**config.mk**
```make
export PLATFORM = sky130hd
export DESIGN_NAME = fingerprint_tanimoto_similarity_core
export DESIGN_NICKNAME = d
export VERILOG_FILES = /design/src/rtl/fts_pkg.sv /design/src/rtl/fts_ctrl.sv /design/src/rtl/fts_dp.sv /design/src/rtl/fingerprint_tanimoto_similarity_core.sv
export SDC_FILE = /design/constraint.sdc
export NUM_CORES = 1
export LEC_CHECK = 0
export ABC_AREA = 1
export BUFFER_PORTS_ARGS = -buffer_cell sky130_fd_sc_hd__buf_4
export CAP_MARGIN = 5
export CORE_ASPECT_RATIO = 1.5
export CORE_MARGIN = 5
export CORE_UTILIZATION = 50
export CTS_BUF_LIST = sky130_fd_sc_hd__clkbuf_2 sky130_fd_sc_hd__clkbuf_4 sky130_fd_sc_hd__clkbuf_8
export CTS_CLUSTER_SIZE = 12
export DETAILED_ROUTE_END_ITERATION = 8
export PLACE_DENSITY = 0.75
export SKIP_LAST_GASP = 1
export SYNTH_ARGS = -nofsm -noshare
export SYNTH_HDL_FRONTEND = slang
export SYNTH_SLANG_ARGS = --single-unit
```
**constraint.sdc**
```tcl
create_clock -name clk -period 7.15 [get_ports clk]
set_input_delay 0 -clock clk [delete_from_list [all_inputs] [get_ports clk]]
set_output_delay 0 -clock clk [all_outputs]
set_load 0.005 [all_outputs]
```
**src/rtl/fts_pkg.sv**
```systemverilog
`default_nettype none
package fts_pkg;

  localparam int unsigned BYTE_W   = 8;
  localparam int unsigned BIT_TOP  = 7;
  localparam int unsigned SIM_W    = 17;
  localparam int unsigned CNT_W    = 12;
  localparam int unsigned FRAC_W   = 16;
  localparam int unsigned DIV_STEPS = SIM_W;
  localparam int unsigned STEP_W   = 5;
  localparam int unsigned INC_W    = 4;
  localparam int unsigned PADDR_W  = 2;
  localparam int unsigned PDATA_W  = 32;

  localparam logic [PADDR_W-1:0] ADDR_MODE = 2'd0;

  localparam logic MODE_BITS  = 1'b0;
  localparam logic MODE_BYTES = 1'b1;

  typedef struct packed {
    logic [BYTE_W-1:0] byte_a;
    logic [BYTE_W-1:0] byte_b;
    logic              last_pair;
  } fts_in_t;

  typedef struct packed {
    logic [SIM_W-1:0] similarity;
    logic [CNT_W-1:0] common_count;
    logic [CNT_W-1:0] union_count;
    logic             empty_union;
  } fts_out_t;

  // controller to datapath
  typedef struct packed {
    logic accum;
    logic snap;
    logic div_step;
    logic load_out;
  } fts_cmd_t;

  // datapath to controller
  typedef struct packed {
    logic out_free;
  } fts_sts_t;

  function automatic logic [INC_W-1:0] ones8(input logic [BYTE_W-1:0] v);
    logic [INC_W-1:0] n;
    n = '0;
    for (int i = BIT_TOP; i >= 0; i--) begin
      n = n + INC_W'(v[i]);
    end
    return n;
  endfunction

endpackage
`default_nettype wire

```
**src/rtl/fts_ctrl.sv**
```systemverilog
`default_nettype none
module fts_ctrl (
  input  wire logic              clk,
  input  wire logic              rst_n,
  input  wire logic              in_valid,
  input  wire logic              in_last,
  output logic                   in_stall,
  input  wire fts_pkg::fts_sts_t sts,
  output fts_pkg::fts_cmd_t      cmd
);
  import fts_pkg::*;

  typedef enum logic [2:0] {
    ST_ACCUM  = 3'b001,
    ST_DIVIDE = 3'b010,
    ST_DONE   = 3'b100
  } state_t;

  state_t            state_r, state_nxt;
  logic [STEP_W-1:0] step_r, step_nxt;
  logic              accept;

  assign in_stall = (state_r != ST_ACCUM);
  assign accept   = in_valid && !in_stall;

  always_comb begin
    state_nxt    = state_r;
    step_nxt     = step_r;
    cmd.accum    = 1'b0;
    cmd.snap     = 1'b0;
    cmd.div_step = 1'b0;
    cmd.load_out = 1'b0;
    unique case (state_r)
      ST_ACCUM: begin
        cmd.accum = accept;
        if (accept && in_last) begin
          cmd.snap  = 1'b1;
          step_nxt  = '0;
          state_nxt = ST_DIVIDE;
        end
      end
      ST_DIVIDE: begin
        cmd.div_step = 1'b1;
        step_nxt     = step_r + STEP_W'(1);
        if (step_r == STEP_W'(DIV_STEPS - 1)) begin
          state_nxt = ST_DONE;
        end
      end
      ST_DONE: begin
        // wait for the output register to free up
        if (sts.out_free) begin
          cmd.load_out = 1'b1;
          state_nxt    = ST_ACCUM;
        end
      end
      default: begin
        state_nxt = ST_ACCUM;
      end
    endcase
  end

  always_ff @(posedge clk) begin
    if (!rst_n) begin
      state_r <= ST_ACCUM;
      step_r  <= '0;
    end else begin
      state_r <= state_nxt;
      step_r  <= step_nxt;
    end
  end

endmodule
`default_nettype wire

```
**src/rtl/fts_dp.sv**
```systemverilog
`default_nettype none
module fts_dp #(
  parameter int unsigned MAX_BYTES = 256
) (
  input  wire logic              clk,
  input  wire logic              rst_n,
  input  wire logic              mode,
  input  wire fts_pkg::fts_in_t  in_data,
  input  wire fts_pkg::fts_cmd_t cmd,
  output fts_pkg::fts_sts_t      sts,
  output logic                   out_valid,
  input  wire logic              out_stall,
  output fts_pkg::fts_out_t      out_data
);
  import fts_pkg::*;

  localparam int unsigned AW  = $clog2(BYTE_W * MAX_BYTES + 1);
  localparam int unsigned BCW = $clog2(MAX_BYTES + 1);
  localparam int unsigned EW  = (AW > CNT_W) ? AW : CNT_W;

  logic [AW-1:0]    common_r, common_nxt;
  logic [AW-1:0]    union_r, union_nxt;
  logic [BCW-1:0]   bcnt_r, bcnt_nxt;
  logic [INC_W-1:0] inc_common, inc_union;
  logic             eq;

  logic [AW:0]      rem_r, rem_nxt;
  logic [AW-1:0]    den_r, den_nxt;
  logic [AW-1:0]    num_r, num_nxt;
  logic [SIM_W-1:0] quo_r, quo_nxt;
  logic             empty_r, empty_nxt;
  logic             ge;
  logic [AW:0]      diff;
  logic [EW-1:0]    num_ext, den_ext;

  fts_out_t out_r, out_nxt;
  logic     out_valid_r, out_valid_nxt;

  // per-pair increments; in bit mode union grows by the bits set in either byte, in byte mode by 1 or 2
  always_comb begin
    eq = (in_data.byte_a == in_data.byte_b);
    if (mode == MODE_BYTES) begin
      inc_common = INC_W'(eq);
      inc_union  = eq ? INC_W'(1) : INC_W'(2);
    end else begin
      inc_common = ones8(in_data.byte_a & in_data.byte_b);
      inc_union  = ones8(in_data.byte_a | in_data.byte_b);
    end
  end

  always_comb begin
    common_nxt = common_r;
    union_nxt  = union_r;
    bcnt_nxt   = bcnt_r;
    if (cmd.accum && (bcnt_r < BCW'(MAX_BYTES))) begin
      common_nxt = common_r + AW'(inc_common);
      union_nxt  = union_r + AW'(inc_union);
      bcnt_nxt   = bcnt_r + BCW'(1);
    end
  end

  // restoring divider, one quotient bit per step, common <= union
  assign diff = rem_r - {1'b0, den_r};
  assign ge   = (rem_r >= {1'b0, den_r});

  always_comb begin
    rem_nxt   = rem_r;
    den_nxt   = den_r;
    num_nxt   = num_r;
    quo_nxt   = quo_r;
    empty_nxt = empty_r;
    if (cmd.snap) begin
      rem_nxt   = {1'b0, common_nxt};
      den_nxt   = union_nxt;
      num_nxt   = common_nxt;
      quo_nxt   = '0;
      empty_nxt = (union_nxt == '0);
    end else if (cmd.div_step) begin
      rem_nxt = {(ge ? diff[AW-1:0] : rem_r[AW-1:0]), 1'b0};
      quo_nxt = {quo_r[SIM_W-2:0], ge};
    end
  end

  assign num_ext = EW'(num_r);
  assign den_ext = EW'(den_r);

  always_comb begin
    out_nxt       = out_r;
    out_valid_nxt = out_valid_r;
    if (out_valid_r && !out_stall) begin
      out_valid_nxt = 1'b0;
    end
    if (cmd.load_out) begin
      out_nxt.similarity   = empty_r ? '0 : quo_r;
      out_nxt.common_count = num_ext[CNT_W-1:0];
      out_nxt.union_count  = den_ext[CNT_W-1:0];
      out_nxt.empty_union  = empty_r;
      out_valid_nxt        = 1'b1;
    end
  end

  assign sts.out_free = !out_valid_r || !out_stall;
  assign out_valid    = out_valid_r;
  assign out_data     = out_r;

  always_ff @(posedge clk) begin
    if (!rst_n) begin
      common_r    <= '0;
      union_r     <= '0;
      bcnt_r      <= '0;
      out_valid_r <= 1'b0;
    end else if (cmd.snap) begin
      common_r    <= '0;
      union_r     <= '0;
      bcnt_r      <= '0;
      out_valid_r <= out_valid_nxt;
    end else begin
      common_r    <= common_nxt;
      union_r     <= union_nxt;
      bcnt_r      <= bcnt_nxt;
      out_valid_r <= out_valid_nxt;
    end
  end

  always_ff @(posedge clk) begin
    rem_r   <= rem_nxt;
    den_r   <= den_nxt;
    num_r   <= num_nxt;
    quo_r   <= quo_nxt;
    empty_r <= empty_nxt;
    out_r   <= out_nxt;
  end

endmodule
`default_nettype wire

```
**src/rtl/fingerprint_tanimoto_similarity_core.sv**
```systemverilog
// Tanimoto similarity of two fingerprints streamed one byte pair per transfer.
// Input channel (in_valid/in_stall/in_data): byte_a, byte_b and last_pair.
// Pairs are taken one per cycle while in_stall is low and folded into a common count and a union
// count; pairs beyond MAX_BYTES in one fingerprint are dropped until the
// pair marked last. Bit mode counts set bits, byte mode counts equal bytes.
// The pair marked last closes the fingerprint: in_stall then rises while
// a restoring divider produces common/union as Q1.16, one quotient bit
// per cycle, and the result is then moved into the output register,
// which drives out_valid/out_data. An empty union gives similarity 0
// with empty_union set.
// If out_stall holds the previous result, the new result waits in the
// divider and the input stays stalled until the output register frees.
// APB register at byte address 0, bit 0: compare_mode (0 bits, 1 bytes).
// Reset (rst_n low, synchronous) clears counts, mode and out_valid.
`default_nettype none
module fingerprint_tanimoto_similarity_core #(
  parameter int unsigned MAX_BYTES = 256
) (
  input  wire logic                            clk,
  input  wire logic                            rst_n,
  input  wire logic                            in_valid,
  output logic                                 in_stall,
  input  wire fts_pkg::fts_in_t                in_data,
  output logic                                 out_valid,
  input  wire logic                            out_stall,
  output fts_pkg::fts_out_t                    out_data,
  input  wire logic                            psel,
  input  wire logic                            penable,
  input  wire logic                            pwrite,
  input  wire logic [fts_pkg::PADDR_W-1:0]     paddr,
  input  wire logic [fts_pkg::PDATA_W-1:0]     pwdata,
  output logic [fts_pkg::PDATA_W-1:0]          prdata,
  output logic                                 pready
);
  import fts_pkg::*;

  logic     mode_r, mode_nxt;
  fts_cmd_t cmd;
  fts_sts_t sts;

  assign pready = 1'b1;

  // single register, word aligned
  always_comb begin
    mode_nxt = mode_r;
    if (psel && penable && pwrite && pready && (paddr == ADDR_MODE)) begin
      mode_nxt = pwdata[0];
    end
  end

  assign prdata = {{(PDATA_W-1){1'b0}}, mode_r};

  always_ff @(posedge clk) begin
    if (!rst_n) begin
      mode_r <= MODE_BITS;
    end else begin
      mode_r <= mode_nxt;
    end
  end

  fts_ctrl u_ctrl (
    .clk      (clk),
    .rst_n    (rst_n),
    .in_valid (in_valid),
    .in_last  (in_data.last_pair),
    .in_stall (in_stall),
    .sts      (sts),
    .cmd      (cmd)
  );

  fts_dp #(
    .MAX_BYTES (MAX_BYTES)
  ) u_dp (
    .clk       (clk),
    .rst_n     (rst_n),
    .mode      (mode_r),
    .in_data   (in_data),
    .cmd       (cmd),
    .sts       (sts),
    .out_valid (out_valid),
    .out_stall (out_stall),
    .out_data  (out_data)
  );

endmodule
`default_nettype wire

```
# ---- Yosys cells after proc, flatten, opt, wreduce, memory -nomap -nowiden
# Cells that the tools add are included.
dict set report word_totals {
  out_inout_bits 77
  in_bits 58
  register_bits 140
  word_cells 90
}
dict set report classes {
  reduce_logical 19
  eq_ne 9
  n_addsub 19
  bitwise_logic 3
  magnitude_cmp 2
  n_mux 21
}
# cell count
set op_table {}
lappend op_table {{$mux 12} 5}
lappend op_table {{$add 4x1->4} 12}
lappend op_table {{$add 12x4->12} 2}
lappend op_table {{$ge 13x12->1} 1}
lappend op_table {{$logic_not 12->1} 1}
lappend op_table {{$sub 12x12->12} 1}
lappend op_table {{$pmux 5 s2} 1}
lappend op_table {{$add 9x1->9 const B} 1}
lappend op_table {{$lt 9x9->1 const B} 1}
lappend op_table {{$mux 3} 3}
lappend op_table {{$pmux 3 s3} 1}
lappend op_table {{$and 8x8->8} 1}
lappend op_table {{$eq 8x8->1} 1}
lappend op_table {{$mux 4} 2}
lappend op_table {{$or 8x8->8} 1}
lappend op_table {{$logic_and 1x1->1} 7}
lappend op_table {{$mux 1} 6}
lappend op_table {{$reduce_bool 2->1} 3}
lappend op_table {{$add 5x1->5 const B} 1}
lappend op_table {{$eq 5x5->1 const B} 1}
lappend op_table {{$mux 5} 1}
lappend op_table {{$add 1x1->2} 2}
lappend op_table {{$mux 2} 2}
lappend op_table {{$ne 2x1->1 const B} 2}
lappend op_table {{other kinds (12)} 14}

# ---- Longest topological paths before layout
# Gate-level depths: netlist of the first run.
dict set report logic_depth {
  ltp_word 12
  ltp_mapped 25
  ltp_nobuf 25
}

# ---- By module
# A second synthesis of the first run with hierarchy kept.
dict set report hier_totals {
  cells_unflattened 851
  area_unflattened_um2 7423.4
}
# mod seq_area_each_um2 instances area_each_um2 cells_per_inst
set by_module_without_submodules {}
lappend by_module_without_submodules {fts_dp 3413.3 1 6656.4 740}
lappend by_module_without_submodules {fts_ctrl 160.2 1 450.4 66}
lappend by_module_without_submodules {fingerprint_tanimoto_similarity_core 20.0 1 316.6 45}

# ---- Least setup slack after synthesis of the first run
# No wires, ideal clock.
dict set report synth_path {
  path_kind {in2reg}
  startpoint {input in_data[7] (netlist bit)}
  endpoint {register u_dp.rem_r[8] (data pin)}
  path_buffers 0
  setup_ns 0.255
  stages 21
  required_time_ns 6.895
  setup_slack_ns 3.145
  t_arrival_ns 3.750
  path_cell_list {ha_1 > ha_1 > inv_1 > fa_1 > inv_1 > fa_1 > fa_1 > inv_1 > fa_1 > nor2_1 > inv_1 > fa_1 > inv_1 > nand3_1 > nand2_1 > nand2_1 > xor2_1 > nand2_1 > nand2_1 > nand2_1 > nand2_1}
}
dict set report synth_between {
  elab_chain_cells 12
  elab_cells_between_ends 13
  cone_classes {add/sub: 8; eq/ne: 1; mux: 3; bitwise: 1}
}
# element line_no
set synth_lines {}
lappend synth_lines {{from (decl)} fingerprint_tanimoto_similarity_core.sv:23} ;# input wire fts_pkg::fts_in_t in_data,
lappend synth_lines {{$and 8x8->8} fts_dp.sv:46} ;# inc_common = ones8(in_data.byte_a & in_data.byte_b);
lappend synth_lines {{$add 1x1->2} fts_pkg.sv:50} ;# n = n + INC_W'(v[i]);
lappend synth_lines {{$add 4x1->4 (6 in series)} fts_pkg.sv:50}
lappend synth_lines {{$mux 4 (*)} fts_dp.sv:42} ;# if (mode == MODE_BYTES) begin
lappend synth_lines {{$add 12x4->12 (*)} fts_dp.sv:56} ;# common_nxt = common_r + AW'(inc_common);
lappend synth_lines {{$mux 12 (*)} fts_dp.sv:55} ;# if (cmd.accum && (bcnt_r < BCW'(MAX_BYTES))) begin
lappend synth_lines {{named net u_dp.common_nxt[8]} fts_dp.sv:21} ;# logic [AW-1:0] common_r, common_nxt;
lappend synth_lines {{$mux 12 (*)} fts_dp.sv:72} ;# if (cmd.snap) begin
lappend synth_lines {{named net u_dp.rem_nxt[8]} fts_dp.sv:27} ;# logic [AW:0] rem_r, rem_nxt;
lappend synth_lines {{to (signal assigned)} fts_dp.sv:126} ;# rem_r <= rem_nxt;
lappend synth_lines {{to (decl)} fts_dp.sv:27}
# The timed path passes the listed nets; every way through them passes the cells marked *.
# A chain may end at the register's enable or synchronous reset.

# ---- Worst setup path in the final report of the first run
dict set report layout_path {
  startpoint {input in_data[7] (netlist bit)}
  endpoint {register u_dp.empty_r (data pin)}
}
dict set report layout_between {
  elab_chain_cells 12
  elab_cells_between_ends 14
  cone_classes {add/sub: 8; eq/ne: 1; mux: 3; bitwise: 1; reduce/logical: 1}
}
# element line_no
set layout_lines {}
lappend layout_lines {{$or 8x8->8} fts_dp.sv:47} ;# inc_union = ones8(in_data.byte_a | in_data.byte_b);
lappend layout_lines {{$add 1x1->2} fts_pkg.sv:50}
lappend layout_lines {{$add 4x1->4 (6 in series)} fts_pkg.sv:50}
lappend layout_lines {{$mux 4 (*)} fts_dp.sv:42}
lappend layout_lines {{$add 12x4->12 (*)} fts_dp.sv:57} ;# union_nxt = union_r + AW'(inc_union);
lappend layout_lines {{$mux 12 (*)} fts_dp.sv:55}
lappend layout_lines {{named net u_dp.union_nxt[9]} fts_dp.sv:22} ;# logic [AW-1:0] union_r, union_nxt;
lappend layout_lines {{$logic_not 12->1 (*)} fts_dp.sv:77} ;# empty_nxt = (union_nxt == '0);
lappend layout_lines {{to (signal assigned)} fts_dp.sv:130} ;# empty_r <= empty_nxt;
lappend layout_lines {{to (decl)} fts_dp.sv:31} ;# logic empty_r, empty_nxt;
# Marked as above.

==> results by group, run 1 <==
Global route
  • Gr usage total: 0.172
  • Initial antenna violation count: 0
  • Global-route wire length before repair: 25100 um
  • Vias in the first global route: 5519
  • Grt total ovfl: 0
  • Pin count of the biggest net entering global routing: 43

Synth
  • Yosys reg bits: 140
  • Synth Warn #: 0
  • Synthesized instance count: 883
  • Syn Area/Cell: 8.61 um2
  • Seq/Total Area, Yosys: 0.473
  • Top cells by area, synth: edfxtp_1, dfxtp_1, nand2_1
  • Yosys top cell by area: edfxtp_1
  • Mapped cell area: 7600 um2
  • Post-synth top area share: 0.312
  • Synth cell types: 39

Floorplanning
  • Initial core utilization: 0.507
  • Row count: 55
  • Core area: 15000 um2
  • Die area: 17800 um2
  • Die X: 111 um
  • I/O pins: 135
  • Die Y: 161 um

Flow run
  • Max Cap Viol: 0

CTS
  • Clk buf depth: 2
  • Clk sink count: 140
  • Clk_lat worst skew: 0.45 ns
  • TritonCTS clock tree: yes
  • Depth of the CTS H-tree: 4
  • Total CTS buffers: 17
  • Setup Buffers After CTS: 0
  • CTS Hold Bufs: 4
  • Root Driver: clkbuf_8
  • Clock transition at path regs: 0.09 ns
  • # resized after CTS: 0

Finish
  • ANT cells: 0
  • Commonest non-fill, non-tap cell in the layout: nand2_1
  • Share of cells above drive strength 1: 0.123
  • Fin cells: 1171
  • Finished Cell Area: 8630 um2
  • Commonest cells after routing, fill and taps aside: nand2_1, inv_1, edfxtp_1
  • Layout area overhead: 13.6%
  • NumNets Final: 1073

Setup path
  • CP startpoint: in_data[7]
  • Reg2reg start: u_ctrl.state_r[1]
  • Type of origin of the critical path: input port
  • Crit path kind: input port to flip-flop
  • Setup crit end kind: flip-flop
  • Slowest-stage cell, CP: fa_1
  • CP most frequent cell: nand2_1
  • Critical Path AT: 4.31 ns
  • Worst-path fanout max: 6
  • Max stage delay on crit path: 0.55 ns
  • WP data required: 7.43 ns

STA
  • Final hold vios: 0
  • Final slew viol count: 0
  • Actual slew at the worst max-slew pin: 1.19 ns
  • Min Tclk post-route: 4.02 ns
  • Max Clock Freq: 0.249 GHz
  • Setup-failing EPs final: 0
  • Crit share post-route: 0.563
  • Worst setup margin: 3.13 ns
  • Clock Skew: 0.0150 ns
  • Setup TNS: 0 ns
  • Hold Slack: 0.0800 ns
  • Slew margin rel.: 0.202
  • Unrepaired setup endpoints after global routing: false

Placed design
  • Placed Area: 8190 um2
  • Setup WS pre-CTS: 2.66 ns
  • Port bufs: 71
  • Placed cell count: 1135
  • Hpwl dp: 11200 um
  • Placer Congestion: 0.897

Drt
  • Via count: 5660
  • Pre-Repair DR Iteration Count: 4
  • Drt drc: 0
  • M1 WL: 5660 um
  • Final WL: 14800 um
  • Highest metal used: met4
  • Via density per instance: 4.83
  • Met2 WL: 8050 um
  • Met3 WL: 552 um
  • Drt wl/cell: 12.6 um
  • DRT iter0 DRCs: 303
  • DRT antenna net count: 0

Power and ir drop
  • Clock network power share: 0.249
  • Int Pwr: 0.00156 W
  • Sw Share: 0.382
  • Sw Pwr: 0.000968 W
  • P_leak: 4.07 nW
  • Register share of total power: 0.421
  • Gate power share: 0.330
  • Power per cell area: 293 nW/um2
  • Maximum vdd ir drop: 0.132 mV

Outcome
  • Status: complete, no violations

Worst hold path
  • Hold_sp: in_valid
  • Worst min path class: input port to flip-flop
kinds of logic (layout without fill, tap and decap cells):
logic type,Yosys count,count (layout),synth area share
DFF,140,140,0.473
AOI/OAI and AO/OA,87,87,0.0647
other,2,32,0.000988
and+or+nand+nor,354,354,0.206
adders and majority gates,56,56,0.103
buffers and inverters,228,287,0.133
xor gates and xnor gates,16,16,0.0194
layer usage:
metal	GRT usage	up-vias
li1	-	2932
met3	0.0427	33
met4	0.0773	0
met1	0.179	2570
met2	0.324	125
met5	0	-
critical path, delay by kind of cell:
family | cells | cell delay, ns
simple gates | 11 | 0.99
fa+ha+maj | 7 | 2.75
buf+inv | 5 | 0.32
compound gates | 2 | 0.24
sequential cells by signal, indices dropped and copies added (netlist names):
signal and cells:
u_dp.out_data 42, u_dp.union_r 12, u_dp.quo_r 17, u_dp.rem_r 13, mode_r 1, u_ctrl.step_r 5, u_dp.bcnt_r 9, u_dp.common_r 12
u_dp.out_valid 1, u_ctrl.state_r 3, u_dp.num_ext 12, u_dp.den_ext 12, u_dp.empty_r 1
power by group through the flow:
| stage | Sequential, W | Combinational, W | Clock, W |
|---|---|---|---|
| final | 0.00107 | 0.000835 | 0.000631 |
| after global routing | 0.00108 | 0.000963 | 0.000687 |
| after CTS | 0.00107 | 0.000837 | 0.000647 |
| after detailed placement | 0.00108 | 0.000830 | 0 |
| after global placement | 0.00108 | 0.000813 | 0 |
| after floorplan | 0.00106 | 0.000641 | 0 |
Yosys cell counts (all sizes together):
| master | number |
|---|---|
| nor4 | 3 |
| a21o | 1 |
| fa | 11 |
| edfxtp | 79 |
| nand3 | 64 |
| o21ai | 24 |
| conb | 2 |
| xnor2 | 7 |
| ha | 45 |
| xor2 | 9 |
| nor2 | 66 |
| o211ai | 1 |
| or2 | 4 |
| nand2 | 177 |
| nor3 | 13 |
| and3 | 1 |
| a211oi | 1 |
| o21bai | 1 |
| o21a | 1 |
| o2111ai | 1 |
| inv | 176 |
| nand3b | 3 |
| buf | 46 |
| and2 | 2 |
| a21oi | 41 |
| dfxtp | 61 |
| a22oi | 16 |
| clkbuf | 6 |
| nand4 | 21 |
metrics by stage:
step	util	power (W)
2_1_floorplan	-	0.00170
3_3_place_gp	0.546	0.00190
3_5_place_dp	0.546	0.00191
4_1_cts	0.575	0.00255
5_1_grt	0.575	0.00273
6_report	0.575	0.00253
final timing paths:
check                                    endpoint  slack (ns)  cells after the start
worst max-delay path                 u_dp.empty_r        3.13                     25
worst max register to register     u_dp.quo_r[12]        4.11                      8
worst min-delay path              u_dp.union_r[2]        0.08                      6
worst min register to register  u_dp.out_data[22]        0.43                      0
cell type report:
class                   instances  area (um2)
fillers                      1345        6370
flip-flops and latches        140        3590
multi-input cells             545        3120
inverters                     176         661
repair buffers                 79         603
well taps                     199         249
clock buffers                  17         234
clock inverters                15         169
(Power assumes the default switching activity.)
==> run 2, diff against run 1 <==
clock period = 4.2 ns   (was 7.15 ns; I/O delays follow)
==> results by group, run 2 (same netlist as run 1, synthesis figures left out) <==
Placed design
  • Hpwl dp: 11500 um
  • Placer Congestion: 0.878
  • Port bufs: 71
  • Setup WS pre-CTS: -0.251 ns

Drt
  • Final WL: 15200 um
  • Drt wl/cell: 12.7 um
  • DRT antenna net count: 0
  • Pre-Repair DR Iteration Count: 5
  • Via density per instance: 4.83
  • Drt drc: 0
  • DRT iter0 DRCs: 288
  • Via count: 5779

Setup path
  • Worst-path fanout max: 4
  • R2r setup slk: 1.43 ns
  • Max stage delay on crit path: 0.52 ns
  • Worst reg-to-reg path cell count: 8
  • CP Buf/Inv Count: 7
  • Type of origin of the critical path: input port
  • Crit path kind: input port to flip-flop
  • WP data required: 4.40 ns
  • Reg2reg start: u_dp.rem_r[9]
  • Reg2reg end: u_dp.rem_r[11]
  • Critical Path AT: 4.13 ns
  • Slowest-stage cell, CP: fa_1
  • Critical path, cell by cell: buf_4 > buf_4 > ha_1 > ha_1 > inv_1 > fa_1 > inv_1 > fa_1 > fa_1 > inv_1 > fa_1 > nor2_2 > inv_1 > fa_1 > inv_1 > nand3_1 > nand2_2 > nand2_1 > xor2_1 > nand2_1 > nand2_1 > nand2_1 > nand2_1
  • Worst path depth: 23
  • Cell family with most CP delay: adder cells
  • Setup crit end kind: flip-flop

Floorplanning
  • I/O pins: 135
  • Die X: 111 um
  • Die Y: 161 um
  • Initial core utilization: 0.507
  • Die area: 17800 um2
  • Core area: 15000 um2
  • Row count: 55

CTS
  • Clock transition at path regs: 0.09 ns
  • Clk buf depth: 2
  • Setup Buffers After CTS: 0
  • Total CTS buffers: 17
  • Clk sink count: 140
  • Root Driver: clkbuf_8
  • Depth of the CTS H-tree: 4
  • Clk_lat worst skew: 0.45 ns
  • TritonCTS clock tree: yes

Finish
  • Max reg flops: 42
  • Layout area overhead: 16.3%
  • Commonest cells after routing, fill and taps aside: nand2_1, inv_1, buf_4
  • Filler cells: 1321
  • Share of cells above drive strength 1: 0.151
  • NumNets Final: 1099
  • Commonest non-fill, non-tap cell in the layout: nand2_1
  • ANT cells: 0

STA
  • Hold Slack: 0.156 ns
  • Final slew viol count: 0
  • Final hold vios: 0
  • Clock Skew: 0.0158 ns
  • Min Tclk post-route: 3.93 ns
  • Max Clock Freq: 0.254 GHz
  • Slew margin rel.: 0.495
  • Setup-failing EPs final: 0
  • Crit share post-route: 0.936
  • Worst setup margin: 0.270 ns
  • Actual slew at the worst max-slew pin: 0.755 ns

Power and ir drop
  • Register share of total power: 0.411
  • Maximum vdd ir drop: 0.233 mV
  • Sw Share: 0.371
  • P_leak: 4.20 nW
  • Clock network power share: 0.249
  • Sw Pwr: 0.00164 W
  • Gate power share: 0.340
  • Power per cell area: 500 nW/um2
  • Int Pwr: 0.00278 W

Worst hold path
  • WHS Path Cells: 5
  • Hold_sp: in_valid
  • Worst min path class: input port to flip-flop
  • Worst hold path endpoint: u_dp.bcnt_r[8]

Global route
  • Global-route wire length before repair: 25600 um
  • Vias in the first global route: 5744
  • Gr usage total: 0.175
  • Pin count of the biggest net entering global routing: 40
  • Grt total ovfl: 0
  • Initial antenna violation count: 0

Outcome
  • Status: complete, no violations

Flow run
  • Max Cap Viol: 0
==> run 2: power by group through the flow <==
| stage | clock network, W | registers, W | logic [W] |
|---|---|---|---|
| global route | 0.00119 | 0.00184 | 0.00174 |
| detailed placement | 0 | 0.00185 | 0.00149 |
| floorplan | 0 | 0.00180 | 0.00109 |
| CTS | 0.00113 | 0.00182 | 0.00151 |
| global placement | 0 | 0.00184 | 0.00147 |
| finish | 0.00110 | 0.00182 | 0.00150 |
==> run 2: final cells by class <==
type / count / area [um2] / share of cell area
clock buffer: 17 / 234 / 0.0265
clock inverter: 15 / 168 / 0.0190
inverter: 176 / 661 / 0.0747
multi-input combinational: 545 / 3140 / 0.355
sequential: 140 / 3590 / 0.407
tap: 199 / 249 / 0.0282
timing repair buffer: 105 / 798 / 0.0903
==> run 2: per-stage QoR <==
stage	instances	instance area, um2	TNS (ns)	utilization	power, W
after floorplan	913	7710	0	-	0.00289
after global placement	1161	8380	-1.11	0.559	0.00331
after detailed placement	1161	8380	-2.44	0.559	0.00334
after CTS	1197	8830	0	0.588	0.00445
after global routing	1197	8840	-0.00950	0.589	0.00476
final	1197	8840	0	0.589	0.00442
==> run 2: tightest hold or removal path, delay by kind of cell <==
| family | cells | cell delay (ns) |
|---|---|---|
| AO/OA/AOI/OAI | 1 | 0.05 |
| AND/OR/NAND/NOR | 3 | 0.37 |
| buffers and inverters | 1 | 0.12 |
==> run 2: how the worst max path moves through the flow <==
stage | start | endpoint | slack [ns]
final | in_data[8] | u_dp.rem_r[8] | 0.27
after global routing | in_data[7] | u_dp.empty_r | -0.01
after CTS | in_data[7] | u_dp.empty_r | 0.22
after detailed placement | in_data[8] | u_dp.rem_r[8] | -0.25
after global placement | in_data[7] | u_dp.rem_r[8] | -0.19
after floorplan | in_data[7] | u_dp.rem_r[8] | 0.20
==> run 2: repair_timing <==
item	in CTS	in global routing
setup endpoints to repair	0	3
hold endpoints to repair	13	0
resized for setup	0	5
hold buffers	4	0
==> run 2: metal layers <==
metal	global-route usage	wire, um
met5	0	0
met4	0.0812	430
met3	0.0427	601
met2	0.344	8540
met1	0.169	5680
